File: src/hw/rtl/mcc_pkg.sv
// mcc_pkg: shared types and constants for the minimum coin count block
// used by mcc_ctrl, mcc_dp and the top level
package mcc_pkg;

  typedef enum logic [4:0] {
    ST_IDLE,
    ST_CHECK,
    ST_GCD_START,
    ST_GCD_WAIT,
    ST_DIV_C2R,
    ST_DIV_C3R,
    ST_INV_START,
    ST_INV_WAIT,
    ST_LIM,
    ST_LOOP,
    ST_REM,
    ST_D2,
    ST_D3,
    ST_VG,
    ST_LO,
    ST_HI,
    ST_TOP,
    ST_Q3LO,
    ST_Q3HI,
    ST_NEXT,
    ST_DONE
  } mcc_state_t;

  typedef enum logic [3:0] {
    DIV_NONE,
    DIV_LIM,
    DIV_REM2,
    DIV_GCD,
    DIV_C2R,
    DIV_C3R,
    DIV_INV,
    DIV_RESTG,
    DIV_TOP,
    DIV_LOMOD,
    DIV_LOPROD,
    DIV_HI,
    DIV_Q3LO,
    DIV_Q3HI
  } mcc_div_sel_t;

  typedef struct packed {
    logic         load;
    logic         div_start;
    mcc_div_sel_t div_sel;
    logic         div_capture;
    logic         gcd_step;
    logic         inv_init;
    logic         inv_step;
    logic         x1_clear;
    logic         x1_inc;
    logic         keep2;
    logic         keep_lo;
    logic         keep_hi;
    logic         out_load;
  } mcc_cmd_t;

  typedef struct packed {
    logic       div_busy;
    logic [1:0] count;
    logic       zero_coef;
    logic       gcd_done;
    logic       inv_done;
    logic       x1_over;
    logic       rem_zero;
    logic       c3r_one;
    logic       lo_gt_top;
    logic       hi_ne_lo;
  } mcc_sts_t;

endpackage

File: src/hw/rtl/mcc_ctrl.sv
// mcc_ctrl: sequencer for one problem at a time
// depends on mcc_pkg
module mcc_ctrl (
  input  logic              clk,
  input  logic              rst_n,
  input  logic              start,
  output logic              busy,
  output logic              done,
  output mcc_pkg::mcc_cmd_t cmd,
  input  mcc_pkg::mcc_sts_t sts
);
  import mcc_pkg::*;
  mcc_state_t st_r, st_nxt;
  mcc_div_sel_t sel_r, sel_nxt;
  logic wait_r, wait_nxt;

  always_ff @(posedge clk) begin
    if (!rst_n) begin
      st_r   <= ST_IDLE;
      sel_r  <= DIV_NONE;
      wait_r <= 1'b0;
    end else begin
      st_r   <= st_nxt;
      sel_r  <= sel_nxt;
      wait_r <= wait_nxt;
    end
  end

  always_comb begin
    st_nxt   = st_r;
    sel_nxt  = sel_r;
    wait_nxt = wait_r;
    cmd      = '0;
    cmd.div_sel = sel_r;
    busy     = (st_r != ST_IDLE);
    done     = 1'b0;
    // divide: issue in one cycle, then wait until the divider drains
    if (wait_r) begin
      if (!sts.div_busy) begin
        wait_nxt = 1'b0;
        cmd.div_capture = (st_r != ST_GCD_WAIT) && (st_r != ST_INV_WAIT) &&
                          (st_r != ST_Q3LO) && (st_r != ST_Q3HI) &&
                          (st_r != ST_REM);
        unique case (st_r)
          ST_LIM:      st_nxt = ST_LOOP;
          ST_GCD_WAIT: begin cmd.gcd_step = 1'b1; st_nxt = ST_GCD_START; end
          ST_DIV_C2R:  st_nxt = ST_DIV_C3R;
          ST_DIV_C3R:  st_nxt = ST_INV_START;
          ST_INV_WAIT: begin cmd.inv_step = 1'b1; st_nxt = ST_INV_WAIT; end
          ST_REM: begin
            cmd.div_capture = 1'b1;
            if (sel_r == DIV_REM2) begin
              st_nxt = ST_D2;
            end else begin
              st_nxt = ST_VG;
            end
          end
          ST_D2:   begin cmd.keep2 = 1'b1; st_nxt = ST_NEXT; end
          ST_TOP:  st_nxt = sts.c3r_one ? ST_HI : ST_LO;
          ST_LO:   st_nxt = (sel_r == DIV_LOMOD) ? ST_LO : ST_HI;
          ST_HI:   st_nxt = ST_Q3LO;
          ST_Q3LO: begin cmd.keep_lo = 1'b1; st_nxt = ST_Q3HI; end
          ST_Q3HI: begin cmd.keep_hi = 1'b1; st_nxt = ST_NEXT; end
          default: st_nxt = st_r;
        endcase
        // follow-on divide inside one state
        if (st_r == ST_LO && sel_r == DIV_LOMOD) begin
          sel_nxt = DIV_LOPROD;
        end
      end
    end else begin
      unique case (st_r)
        ST_IDLE: if (start) begin cmd.load = 1'b1; st_nxt = ST_CHECK; end
        ST_CHECK: begin
          cmd.x1_clear = 1'b1;
          if (sts.zero_coef || sts.count == 2'd0) begin
            st_nxt = ST_DONE;
          end else if (sts.count == 2'd3) begin
            st_nxt = ST_GCD_START;
          end else begin
            st_nxt = ST_LIM;
            sel_nxt = DIV_LIM;
            cmd.div_sel = DIV_LIM;
            cmd.div_start = 1'b1;
            wait_nxt = 1'b1;
          end
        end
        ST_GCD_START: begin
          if (sts.gcd_done) begin
            st_nxt = ST_DIV_C2R; sel_nxt = DIV_C2R; cmd.div_sel = DIV_C2R;
          end else begin
            st_nxt = ST_GCD_WAIT; sel_nxt = DIV_GCD; cmd.div_sel = DIV_GCD;
          end
          cmd.div_start = 1'b1;
          wait_nxt = 1'b1;
        end
        ST_DIV_C3R: begin
          sel_nxt = DIV_C3R; cmd.div_sel = DIV_C3R;
          cmd.div_start = 1'b1; wait_nxt = 1'b1;
        end
        ST_INV_START: begin
          cmd.inv_init = 1'b1;
          st_nxt = ST_INV_WAIT;
        end
        ST_INV_WAIT: begin
          if (sts.inv_done) begin
            st_nxt = ST_LIM; sel_nxt = DIV_LIM; cmd.div_sel = DIV_LIM;
          end else begin
            sel_nxt = DIV_INV; cmd.div_sel = DIV_INV;
          end
          cmd.div_start = 1'b1; wait_nxt = 1'b1;
        end
        ST_LOOP: begin
          if (sts.x1_over) begin
            st_nxt = ST_DONE;
          end else if (sts.count == 2'd1) begin
            // quotient and remainder of target / coef_first still in the divider
            st_nxt = ST_D2;
          end else begin
            st_nxt = ST_REM;
            if (sts.count == 2'd2) begin
              sel_nxt = DIV_REM2; cmd.div_sel = DIV_REM2;
            end else begin
              sel_nxt = DIV_RESTG; cmd.div_sel = DIV_RESTG;
            end
            cmd.div_start = 1'b1; wait_nxt = 1'b1;
          end
        end
        ST_D2: begin
          // one coefficient: divisibility only; two: remainder checked, quotient next
          if (sts.count == 2'd1) begin
            cmd.keep2 = sts.rem_zero;
            st_nxt = ST_DONE;
          end else if (!sts.rem_zero) begin
            st_nxt = ST_NEXT;
          end else begin
            sel_nxt = DIV_TOP; cmd.div_sel = DIV_TOP;
            cmd.div_start = 1'b1; wait_nxt = 1'b1;
          end
        end
        ST_VG: begin
          if (!sts.rem_zero) begin
            st_nxt = ST_NEXT;
          end else begin
            st_nxt = ST_TOP; sel_nxt = DIV_TOP; cmd.div_sel = DIV_TOP;
            cmd.div_start = 1'b1; wait_nxt = 1'b1;
          end
        end
        ST_LO: begin
          if (sel_r == DIV_LOPROD) begin
            cmd.div_sel = DIV_LOPROD;
          end else begin
            sel_nxt = DIV_LOMOD; cmd.div_sel = DIV_LOMOD;
          end
          cmd.div_start = 1'b1; wait_nxt = 1'b1;
        end
        ST_HI: begin
          if (sts.c3r_one) begin
            cmd.div_capture = 1'b0;
            st_nxt = ST_Q3LO; sel_nxt = DIV_Q3LO; cmd.div_sel = DIV_Q3LO;
            cmd.div_start = 1'b1; wait_nxt = 1'b1;
          end else if (sts.lo_gt_top) begin
            st_nxt = ST_NEXT;
          end else begin
            sel_nxt = DIV_HI; cmd.div_sel = DIV_HI;
            cmd.div_start = 1'b1; wait_nxt = 1'b1;
          end
        end
        ST_Q3LO: begin
          sel_nxt = DIV_Q3LO; cmd.div_sel = DIV_Q3LO;
          cmd.div_start = 1'b1; wait_nxt = 1'b1;
        end
        ST_Q3HI: begin
          if (sts.hi_ne_lo) begin
            sel_nxt = DIV_Q3HI; cmd.div_sel = DIV_Q3HI;
            cmd.div_start = 1'b1; wait_nxt = 1'b1;
          end else begin
            st_nxt = ST_NEXT;
          end
        end
        ST_NEXT: begin cmd.x1_inc = 1'b1; st_nxt = ST_LOOP; end
        ST_DONE: begin cmd.out_load = 1'b1; done = 1'b1; st_nxt = ST_IDLE; end
        default: st_nxt = ST_IDLE;
      endcase
    end
  end
endmodule

File: config.mk
export PLATFORM = sky130hd
export DESIGN_NAME = mcc_ctrl
export DESIGN_NICKNAME = d
export VERILOG_FILES = /design/src/hw/rtl/mcc_pkg.sv /design/src/hw/rtl/mcc_ctrl.sv
export SDC_FILE = /design/constraint.sdc
export NUM_CORES = 1
export LEC_CHECK = 0
export ABC_CLOCK_PERIOD_IN_PS = 2900
export BUFFER_PORTS_ARGS = -buffer_cell sky130_fd_sc_hd__buf_2
export CORE_ASPECT_RATIO = 1.4
export CORE_MARGIN = 2
export CORE_UTILIZATION = 35
export CTS_BUF_LIST = sky130_fd_sc_hd__clkbuf_4
export CTS_CLUSTER_SIZE = 20
export DETAILED_ROUTE_END_ITERATION = 10
export SLEW_MARGIN = 20
export SYNTH_ARGS = -nofsm -noshare
export SYNTH_HDL_FRONTEND = slang
export SYNTH_SLANG_ARGS = --single-unit
File: constraint.sdc
create_clock -name clk -period 2.9 [get_ports clk]
set_input_delay 0.29 -clock clk [delete_from_list [all_inputs] [get_ports clk]]
set_output_delay 0.29 -clock clk [all_outputs]
set_load 0.02 [all_outputs]
==> results of run 1 <==
## worst min path at each step
stage	startpoint	end	slack, ns	depth (start not counted)
5_1_grt	rst_n	wait_r	0.35	2
2_1_floorplan	rst_n	sel_r[2]	0.41	1
6_report	rst_n	wait_r	0.34	2
3_5_place_dp	sel_r[1]	sel_r[1]	0.57	2
3_3_place_gp	sel_r[1]	sel_r[1]	0.56	2
4_1_cts	rst_n	wait_r	0.34	2
## power groups by stage
stage	Sequential [µW]	Combinational [µW]	Clock (µW)
after CTS	311	1600	98.2
after global placement	315	1620	0
final	324	1650	98.5
after floorplan	230	1130	0
after detailed placement	314	1600	0
after global routing	331	1770	104
## per-layer routing
metal | vias up | share of wire, % | GRT usage [%]
met5 | - | 0 | 0
met4 | 0 | 7.6 | 17.4
met3 | 43 | 7.9 | 4.66
met2 | 170 | 47 | 45.6
met1 | 1071 | 37 | 29.9
li1 | 1080 | - | -
## Yosys cell counts (4+ instances only)
cell type,instances
a21o_1,4
dfxtp_1,10
nor2_1,20
a21oi_1,20
buf_2,11
nand3_1,13
a31oi_1,6
o211ai_1,4
nor3_1,15
nor2b_1,9
nand2b_1,6
o21ai_0,26
nand2_1,20
clkbuf_1,4
and2_1,4
nor3b_1,4
nand3b_1,5
inv_1,9
nor4_1,5
o2bb2ai_1,4
o21ai_1,5
## worst reg2reg max path: cells and delay by family, from the launching register on
kind	cells	cell delay (ns)
AOI/OAI and AO/OA	4	0.98
and+or+nand+nor	2	0.54
buffers and inverters	1	0.26
DFF	1	0.63
## kinds of logic (layout without fill, tap and decap cells)
group / Yosys count / count (layout)
compound gates: 108 / 108
xor+xnor: 2 / 2
buf+inv: 29 / 69
flops: 10 / 10
simple gates: 113 / 113
## area by class of cell
class                           count  area, µm²
Timing Repair Buffer               57        350
Clock buffer                        3       22.5
Fill cell                         551       2730
Multi-Input combinational cell    223       1390
Tap cell                           64       80.1
Inverter                            9       33.8
Sequential cell                    10        201
## stage by stage
step,instances,hold WS [ns],setup slack (ns)
3_3_place_gp,363,0.563,0.302
3_5_place_dp,363,0.575,0.355
6_report,366,0.339,0.172
4_1_cts,366,0.336,0.0603
2_1_floorplan,262,0.412,0.762
5_1_grt,366,0.352,0.00920
## flip-flops by register name (all words and copies together), names as in the netlist
name / flops
st_r: 5
sel_r: 4
wait_r: 1
## timing repair
item                       4_1_cts  5_1_grt
setup endpoints to repair        0        3
hold endpoints to repair         0        0
gates resized for setup          0        4
==> summary.md, run 1 <==
| Metric | Value |
|---|---|
| Ys Warns | `0` |
| Pins Over Slew Limit | `0` |
| Most common cell after layout, fill and taps aside | `buf_2` |
| Most used DFF post-synth | `dfxtp_1` |
| Switching Fraction | `57.6%` |
| Port Buffers | `31` |
| Worst r2r src | `st_r[1]` |
| Routed Antenna Nets | `0` |
| Reg2reg setup slack | `0.43 ns` |
| Top cell family by delay on the critical path | `compound AO/OA/AOI/OAI gates` |
| Post-CTS Hold Fix Bufs | `0` |
| Largest family of logic cells by synthesized area | `compound AO/OA/AOI/OAI gates` |
| Worst slew margin | `between 50 and 60%` |
| Final Util | `43.3%` |
| Reg2reg end | `st_r[3]` |
| Top-area cell type share of the netlist area | `11.6%` |
| Total GRT Usage | `26.4%` |
| CP bufs+invs | `2` |
| Req. time, crit path | `around 2.6 ns` |
| Final setup vio count | `0` |
| Pwr Total | `2070 µW` |
| Most frequent cells in the layout | `31 x buf_2, 26 x o21ai_0, 26 x buf_4` |
| Die area | `5500 µm²` |
| Antenna diodes | `0` |
| Deepest clock path buffer count | `2` |
| Initial DRT Pass Iterations | `5` |
| Clk_skew | `0.00391 ns` |
| Fin Setup TNS | `0 ns` |
| Top cells by area, synth | `dfxtp_1 12%, o21ai_0 7.6%, a21oi_1 5.8%` |
| HP Class | `input port to flop` |
| Fin crit share | `94.1%` |
| CP Class | `flop to output pin` |
| Peak supply drop | `433 µV` |
| EDFF count, synth | `0` |
| Final net count | `between 300 and 400` |
| Global route total overflow | `0` |
| Asr flop ratio synth | `0%` |
| RSZ-0062 raised after global routing | `false` |
| Vias | `2,364` |
| Setup repair bufs after CTS | `0` |
| Initial antenna violation count | `0` |
| Clock Latency Late Sink | `0.27 ns` |
| DR DRC count | `0` |
| Hold Violations, Final | `0` |
| Syn Area/Cell | `between 6 and 7 µm²` |
| #FFs+latches synth | `10` |
| Total CTS buffers | `3` |
| DR WL/cell | `19.6 µm` |
| Seq pwr share | `15.6%` |
| Htree depth | `1` |
| Pin count of the biggest net entering global routing | `21` |
| Maximum capacitance violations | `0` |
| First-pass GRT wire length | `11,400 µm` |
| Final wirelength | `7170 µm` |
| Worst setup path endpoint | `cmd[12]` |
| Rows | `30` |
| Vias in the first global route | `2,210` |
| Mux contribution to synthesized area | `0%` |
| Pwr/cell area | `998 nW/µm²` |
| Initial core utilization | `35.8%` |
| Count of cell types in the netlist | `63` |
| Worst path cell trace | `buf_4 -> and3b_1 -> o211ai_1 -> a32oi_1 -> nor4_1 -> o2bb2ai_1 -> buf_2` |
| Finished Cell Area | `2080 µm²` |
| CP startpoint | `st_r[3]` |
| Global placement routability congestion | `0.973` |
| Chip Height | `86.9 µm` |
| Outcome | `finished, final reports clean` |
| Die Width | `63.2 µm` |
| Fmax achieved | `roughly 370 MHz` |
| Clk sink count | `10` |
| Clock root buffer | `clkbuf_4` |
| CTS tree | `yes` |
| Compound-gate portion of the synthesized area | `43.7%` |
| Post-synthesis xor/xnor area fraction | `1.02%` |
| Synth Area in Simple Gates | `35.7%` |
| DR vias/cell | `6.46` |
| Logic pwr share | `79.6%` |
| Least-Margin Pin Slew | `0.612 ns` |
| Post-Syn Area | `1720 µm²` |
| Slowest Stage Delay on Critical Path | `0.50 ns` |
| DP Area | `2050 µm²` |
| Path depth of the worst reg2reg path | `7` |
| Lkg Pwr | `0.000836 µW` |
| Crit-path max FO | `17` |
| Clk network pwr share | `between 4 and 5%` |
| Dpl hpwl | `roughly 5600 µm` |
| Mapped Nets | `276` |
| Sw power | `about 1200 µW` |
| Iteration-0 DRC Markers | `about 140` |
| Layout cell share with drive strength beyond 1 | `24.5%` |
| Io pins | `32` |
| Reg clk slew, reported paths | `roughly 0.070 ns` |
| Int Power | `880 µW` |
| Slowest library cell on the worst path | `dfxtp_1` |
| CP Depth | `7` |
| Area Overhead vs Synth | `21.0%` |
| Min Tclk post-route | `2.73 ns` |
| Area of the core | `4800 µm²` |
| Post-synthesis sequential area ratio | `11.6%` |
| Cell count after synthesis | `262` |
| Startpoint class of the critical path | `flop` |
| Synth area leader | `dfxtp_1` |
| CP endpoint kind | `output pin` |
| Post-Synth Adder-Cell Area | `0%` |
| Critical path arrival | `2.44 ns` |
No activity file was read; power rests on OpenSTA's default activity.
==> inputs of run 2 (changes only) <==
==> constraint.sdc (replaced) <==
create_clock -name clk -period 2.9 [get_ports clk]
set_input_delay 0 -clock clk [delete_from_list [all_inputs] [get_ports clk]]
set_output_delay 0 -clock clk [all_outputs]
set_load 0.05 [all_outputs]
==> run 2 against run 1 <==
Compared with the run above: combinational power increased by 5%; clock-buffer cell count unchanged; via count decreased by 1.7%; wire length increased by 4.1%; non-clock buffer count decreased by 10; maximum frequency decreased by 1.5%; highest routed layer unchanged.
==> summary.md, run 2 (synthesis gave the netlist of run 1 again) <==
| Metric | Value |
|---|---|
| Register area | `200 µm² (-0.62%)` |
| Crit-path max FO | `15 (-2)` |
| Deepest clock path buffer count | `2 (unchanged)` |
| Layout cell share with drive strength beyond 1 | `20.9% (-3.6 points)` |
| Most common cell after layout, fill and taps aside | `buf_2` |
| Logic pwr share | `81.2% (+1.6 points)` |
| Chip Height | `86.9 µm (unchanged)` |
| Fmax achieved | `361 MHz (-1.5%)` |
| Largest register FFs | `5 (unchanged)` |
| Lkg Pwr | `0.000786 µW (-5.9%)` |
| Slowest library cell on the worst path | `o311ai_0` |
| Fillers | `567 (+2.9%)` |
| Area Overhead vs Synth | `16.1%` |
| Critical path arrival | `2.77 ns (+0.33 ns)` |
| Iteration-0 DRC Markers | `227 (+68%)` |
| Min Tclk post-route | `2.77 ns (+0.0406 ns)` |
| Final wirelength | `7470 µm (+4.1%)` |
| HP Class | `input port to flop` |
| Startpoint class of the critical path | `flop` |
| CP Class | `flop to output pin` |
| Clock Latency Late Sink | `0.27 ns (about the same)` |
| Pwr/cell area | `1070 nW/µm² (+7.5%)` |
| Die Width | `63.2 µm (unchanged)` |
| Initial core utilization | `35.8% (unchanged)` |
| Port Buffers | `31 (unchanged)` |
| Dpl hpwl | `5870 µm (+5.2%)` |
| Top cell family by delay on the critical path | `compound AO/OA/AOI/OAI gates` |
| Io pins | `32 (unchanged)` |
| Clk sink count | `10 (unchanged)` |
| Seq pwr share | `14.4% (-1.2 points)` |
| Worst path cell trace | `inv_1 -> o311ai_0 -> a21oi_2 -> inv_1 -> o21ai_0 -> nand2_1 -> buf_2` |
| Vias in the first global route | `2,215 (+0.23%)` |
| Initial DRT Pass Iterations | `5 (unchanged)` |
| Pins Over Slew Limit | `0 (unchanged)` |
| Post-CTS Hold Fix Bufs | `0 (unchanged)` |
| Path depth of the worst reg2reg path | `6 (-1)` |
| Global route total overflow | `0 (unchanged)` |
| DR DRC count | `0 (unchanged)` |
| CP endpoint kind | `output pin` |
| Final net count | `308 (-3.1%)` |
| Req. time, crit path | `2.90 ns (+0.29 ns)` |
| Slowest Stage Delay on Critical Path | `0.70 ns (+0.20 ns)` |
| Outcome | `finished, final reports clean` |
| Worst r2r src | `st_r[1]` |
| Clk network pwr share | `4.4% (-0.3 points)` |
| Pin count of the biggest net entering global routing | `24 (+14%)` |
| Largest reg by FF count | `st_r` |
| Reg2reg end | `sel_r[2]` |
| Most frequent CP cell | `inv_1` |
| Clk_skew | `0.00570 ns (+0.00179 ns)` |
| Total GRT Usage | `27.7% (+1.3 points)` |
| Least-Margin Pin Slew | `0.694 ns (+0.0816 ns)` |
| Worst slew margin | `53.2% (-6.0 points)` |
| Antenna diodes | `0 (unchanged)` |
| Initial antenna violation count | `0 (unchanged)` |
| CP bufs+invs | `3 (+1)` |
| Rows | `30 (unchanged)` |
| Switching Fraction | `61.4% (+3.8 points)` |
| CP Depth | `7 (unchanged)` |
| Hold Violations, Final | `0 (unchanged)` |
| RSZ-0062 raised after global routing | `false` |
| Area occupied by multi-input gates | `1380 µm² (-0.54%)` |
| Peak supply drop | `523 µV (+21%)` |
| Final setup vio count | `0 (unchanged)` |
| Total CTS buffers | `3 (unchanged)` |
| Most frequent cells in the layout | `31 x buf_2, 26 x o21ai_0, 20 x nor2_1, 20 x nand2_1, 20 x a21oi_1` |
| Routed Antenna Nets | `0 (unchanged)` |
| Finished Cell Area | `2000 µm² (-4.0%)` |
| Fin Setup TNS | `0 ns (unchanged)` |
| Int Power | `826 µW (-6.1%)` |
| Htree depth | `1 (unchanged)` |
| CTS tree | `yes` |
| Maximum capacitance violations | `0 (unchanged)` |
| Area of the core | `4800 µm² (unchanged)` |
| Biggest regs | `st_r: 5 flops, sel_r: 4 flops, wait_r: 1 flops` |
| DP Area | `1970 µm² (-3.7%)` |
| Reg clk slew, reported paths | `0.06 ns (about the same)` |
| Global placement routability congestion | `1.03 (+5.6%)` |
| Die area | `5500 µm² (unchanged)` |
| First-pass GRT wire length | `11,900 µm (+4.2%)` |
| Clock root buffer | `clkbuf_4` |
| Fin crit share | `95.5% (+1.4 points)` |
| Worst setup path endpoint | `cmd[13]` |
| DR WL/cell | `21.0 µm (+7.0%)` |
| Sw power | `1310 µW (+10%)` |
| CP startpoint | `st_r[1]` |
| Reg2reg setup slack | `0.49 ns (+0.06 ns)` |
| DR vias/cell | `6.53 (+1.1%)` |
| Vias | `2,324 (-1.7%)` |
## run 2: cell types whose count changed in the layout (fill, tap and decap cells not counted), sizes merged
cell  before  now
buf       57   47
## run 2: final cells by class
type                            instances  area share [%]
Timing Repair Buffer                   47            13.8
Multi-Input combinational cell        223            69.3
Tap cell                               64            4.01
Sequential cell                        10            10.0
Clock buffer                            3            1.13
Inverter                                9            1.69
## run 2: metrics by stage
| stage | worst slack [ns] | hold slack, ns | instances | util [%] | power, µW |
|---|---|---|---|---|---|
| 3_5_place_dp | 0.377 | 0.347 | 353 | 41.0 | 1990 |
| 2_1_floorplan | 0.428 | 0.122 | 262 | - | 1490 |
| 5_1_grt | 0.0392 | 0.0678 | 356 | 41.5 | 2290 |
| 6_report | 0.131 | 0.0674 | 356 | 41.5 | 2140 |
| 4_1_cts | 0.0705 | 0.0668 | 356 | 41.5 | 2090 |
| 3_3_place_gp | 0.347 | 0.339 | 353 | 41.0 | 2000 |
## run 2: layer usage
| metal | vias to the layer above | track usage [%] | routed length [µm] |
|---|---|---|---|
| li1 | 1060 | - | - |
| met1 | 1076 | 32.1 | 2710 |
| met2 | 150 | 48.2 | 3670 |
| met3 | 38 | 5.30 | 612 |
| met4 | 0 | 15.0 | 466 |
| met5 | - | 0 | 0 |
## run 2: worst min path at each step
stage	to	cells past startpoint	start
after global routing	wait_r	2	rst_n
after CTS	wait_r	2	rst_n
after floorplan	sel_r[2]	1	rst_n
after detailed placement	wait_r	2	rst_n
final	st_r[3]	3	rst_n
after global placement	wait_r	2	rst_n
## run 2: power groups by stage
stage	logic, µW	registers, µW	clock network (µW)
2_1_floorplan	1260	230	0
4_1_cts	1690	303	95.0
3_3_place_gp	1700	305	0
5_1_grt	1870	317	100
3_5_place_dp	1690	307	0
6_report	1740	309	93.8
## run 2: tightest hold or removal path, delay by kind of cell
kind | cells | cell delay, ns
buffers and inverters | 1 | 0.16
AO/OA/AOI/OAI | 2 | 0.13
## run 2: repair_timing
item | CTS | global route
endpoints found under the setup margin | 0 | 2
gates resized for setup | 0 | 1
setup buffers | 0 | 0
==> inputs of run 3 (changes only) <==
- ABC_CLOCK_PERIOD_IN_PS: 2900 -> 3200
- clock period: 2.9 -> 3.2 ns (I/O delays scaled with it)
==> run 3 against run 2 <==
Compared with the run above: non-clock buffer count fell by 4; worst hold slack got worse by 0.011 ns; via count fell by 0.90%; combinational power fell by 13%; flip-flop and latch count did not move; wire length fell by 6.6%; clock-buffer cell count did not move; worst setup slack improved by 0.32 ns; power fell by 11%; critical path depth did not move; cell area fell by 1.6%; largest cell class unchanged.
==> summary.md, run 3 (synthesis gave the netlist of run 1 again) <==
| Metric | Value |
|---|---|
| DR vias/cell | `6.54 (+0.22%)` |
| Outcome | `finished, final reports clean` |
| DR DRC count | `0 (unchanged)` |
| DP Area | `1940 µm² (-1.5%)` |
| Dpl hpwl | `5440 µm (-7.3%)` |
| Register area | `200 µm² (unchanged)` |
| Largest register FFs | `5 (unchanged)` |
| Fin Setup TNS | `0 ns (unchanged)` |
| Io pins | `32 (unchanged)` |
| Initial DRT Pass Iterations | `5 (unchanged)` |
| Pwr/cell area | `969 nW/µm² (-9.6%)` |
| Clk_skew | `0.00228 ns (-0.00342 ns)` |
| Htree depth | `1 (unchanged)` |
| Total CTS buffers | `3 (unchanged)` |
| Path depth of the worst reg2reg path | `6 (unchanged)` |
| Global route total overflow | `0 (unchanged)` |
| Met2 wire len | `3420 µm (-6.8%)` |
| Startpoint class of the critical path | `flop` |
| CTS tree | `yes` |
| Biggest regs | `st_r: 5 flops, sel_r: 4 flops, wait_r: 1 flops` |
| Final wirelength | `6980 µm (-6.6%)` |
| CP startpoint | `st_r[0]` |
| Area occupied by multi-input gates | `1380 µm² (-0.18%)` |
| Clock root buffer | `clkbuf_4` |
| Hold Violations, Final | `0 (unchanged)` |
| Fillers | `555 (-2.1%)` |
| Pin count of the biggest net entering global routing | `22 (-8.3%)` |
| Worst r2r src | `st_r[0]` |
| Iteration-0 DRC Markers | `199 (-12%)` |
| Die Width | `63.2 µm (unchanged)` |
| Most frequent cells in the layout | `31 x buf_2, 26 x o21ai_0, 20 x nor2_1, 20 x nand2_1, 20 x a21oi_1` |
| Slowest library cell on the worst path | `dfxtp_1` |
| Hold depth | `2 (-1)` |
| Worst slew margin | `50.3% (-2.8 points)` |
| Least-Margin Pin Slew | `0.744 ns (+0.0501 ns)` |
| Met3 wire len | `512 µm (-16%)` |
| Area of the core | `4800 µm² (unchanged)` |
| Final setup vio count | `0 (unchanged)` |
| HP Class | `input port to flop` |
| Clk sink count | `10 (unchanged)` |
| Port Buffers | `31 (unchanged)` |
| Global placement routability congestion | `0.961 (-6.5%)` |
| Antenna diodes | `0 (unchanged)` |
| Die area | `5500 µm² (unchanged)` |
| Most common cell after layout, fill and taps aside | `buf_2` |
| CP Class | `flop to output pin` |
| Setup repair bufs after CTS | `0 (unchanged)` |
| Req. time, crit path | `3.20 ns (+0.30 ns)` |
| Maximum capacitance violations | `0 (unchanged)` |
| Reg clk slew, reported paths | `0.06 ns (about the same)` |
| Routed Antenna Nets | `0 (unchanged)` |
| Min Tclk post-route | `around 2.7 ns` |
| Area Overhead vs Synth | `14.2%` |
| Layout cell share with drive strength beyond 1 | `19.4% (-1.4 points)` |
| Uppermost routed layer | `met4` |
| Fmax achieved | `364 MHz` |
| Min-delay src | `rst_n` |
| Finished Cell Area | `1960 µm² (-1.6%)` |
| Lkg Pwr | `0.000766 µW (-2.6%)` |
| Peak supply drop | `483 µV (-7.7%)` |
| Initial core utilization | `35.8% (unchanged)` |
| Rows | `30 (unchanged)` |
| Final net count | `304 (-1.3%)` |
| Deepest clock path buffer count | `2 (unchanged)` |
| Total GRT Usage | `26.0% (-1.7 points)` |
| Crit-path max FO | `21 (+6)` |
| Fin crit share | `85.8%` |
| Slowest Stage Delay on Critical Path | `0.80 ns (+0.10 ns)` |
| RSZ-0062 raised after global routing | `false` |
| Clock Latency Late Sink | `0.26 ns (about the same)` |
| Largest reg by FF count | `st_r` |
| First-pass GRT wire length | `11,200 µm (-6.1%)` |
| CP endpoint kind | `output pin` |
| Critical path arrival | `2.75 ns (-0.02 ns)` |
| Pins Over Slew Limit | `0 (unchanged)` |
| Post-CTS Hold Fix Bufs | `0 (unchanged)` |
| Hold EP | `wait_r` |
| Initial antenna violation count | `0 (unchanged)` |
| Vias in the first global route | `2,166 (-2.2%)` |
| Reg2reg end | `st_r[2]` |
| Metal1 wirelength | `2560 µm (-5.6%)` |
| Post-cts resize count | `0 (unchanged)` |
| Reg2reg setup slack | `0.70 ns (+0.21 ns)` |
| Worst path cell trace | `nand3b_1 -> nor4_1 -> a311o_1 -> o21ai_0 -> nand3_1 -> a22o_1 -> buf_2` |
| Chip Height | `86.9 µm (unchanged)` |
| Vias | `2,303 (-0.90%)` |
| DR WL/cell | `19.8 µm (-5.5%)` |
-- run 3: final cells by class --
type                            instances  share of cell area [%]
Tap cell                               64                    4.08
Timing Repair Buffer                   43                    12.5
Inverter                                9                    1.72
Multi-Input combinational cell        223                    70.4
Sequential cell                        10                    10.2
Clock buffer                            3                    1.15
-- run 3: routing by layer --
metal | up-vias | track usage, %
li1 | 1055 | -
met1 | 1074 | 29.6
met2 | 138 | 44.9
met3 | 36 | 4.40
met4 | 0 | 17.0
met5 | - | 0
-- run 3: report_power, final --
group	total [µW]	switching (µW)	leakage [µW]	internal (µW)
Sequential	312	142	0.0000820	171
Clock	81.6	38.4	0.0000138	43.2
Combinational	1510	998	0.000670	511
-- run 3: how the worst max path moves through the flow --
| stage | to | slack [ns] | cells past startpoint |
|---|---|---|---|
| 3_5_place_dp | st_r[2] | 0.77 | 6 |
| 5_1_grt | cmd[11] | 0.21 | 7 |
| 6_report | cmd[10] | 0.45 | 7 |
| 2_1_floorplan | cmd[0] | 0.73 | 5 |
| 4_1_cts | cmd[10] | 0.52 | 7 |
| 3_3_place_gp | st_r[2] | 0.65 | 6 |
-- run 3: metrics by stage --
step	setup WS [ns]	total power [µW]	util [%]	instances	hold WS (ns)
after global placement	0.653	1780	40.4	349	0.326
after global routing	0.214	2020	40.9	352	0.0514
final	0.454	1900	40.9	352	0.0564
after CTS	0.517	1850	40.9	352	0.0451
after detailed placement	0.770	1770	40.4	349	0.321
after floorplan	0.728	1350	-	262	0.122
-- run 3: worst max-delay path: cells and delay by family, from the launching register on --
family | cells | cell delay (ns)
DFF | 1 | 0.80
and+or+nand+nor | 3 | 1.05
buffers and inverters | 1 | 0.25
AOI/OAI and AO/OA | 3 | 0.39
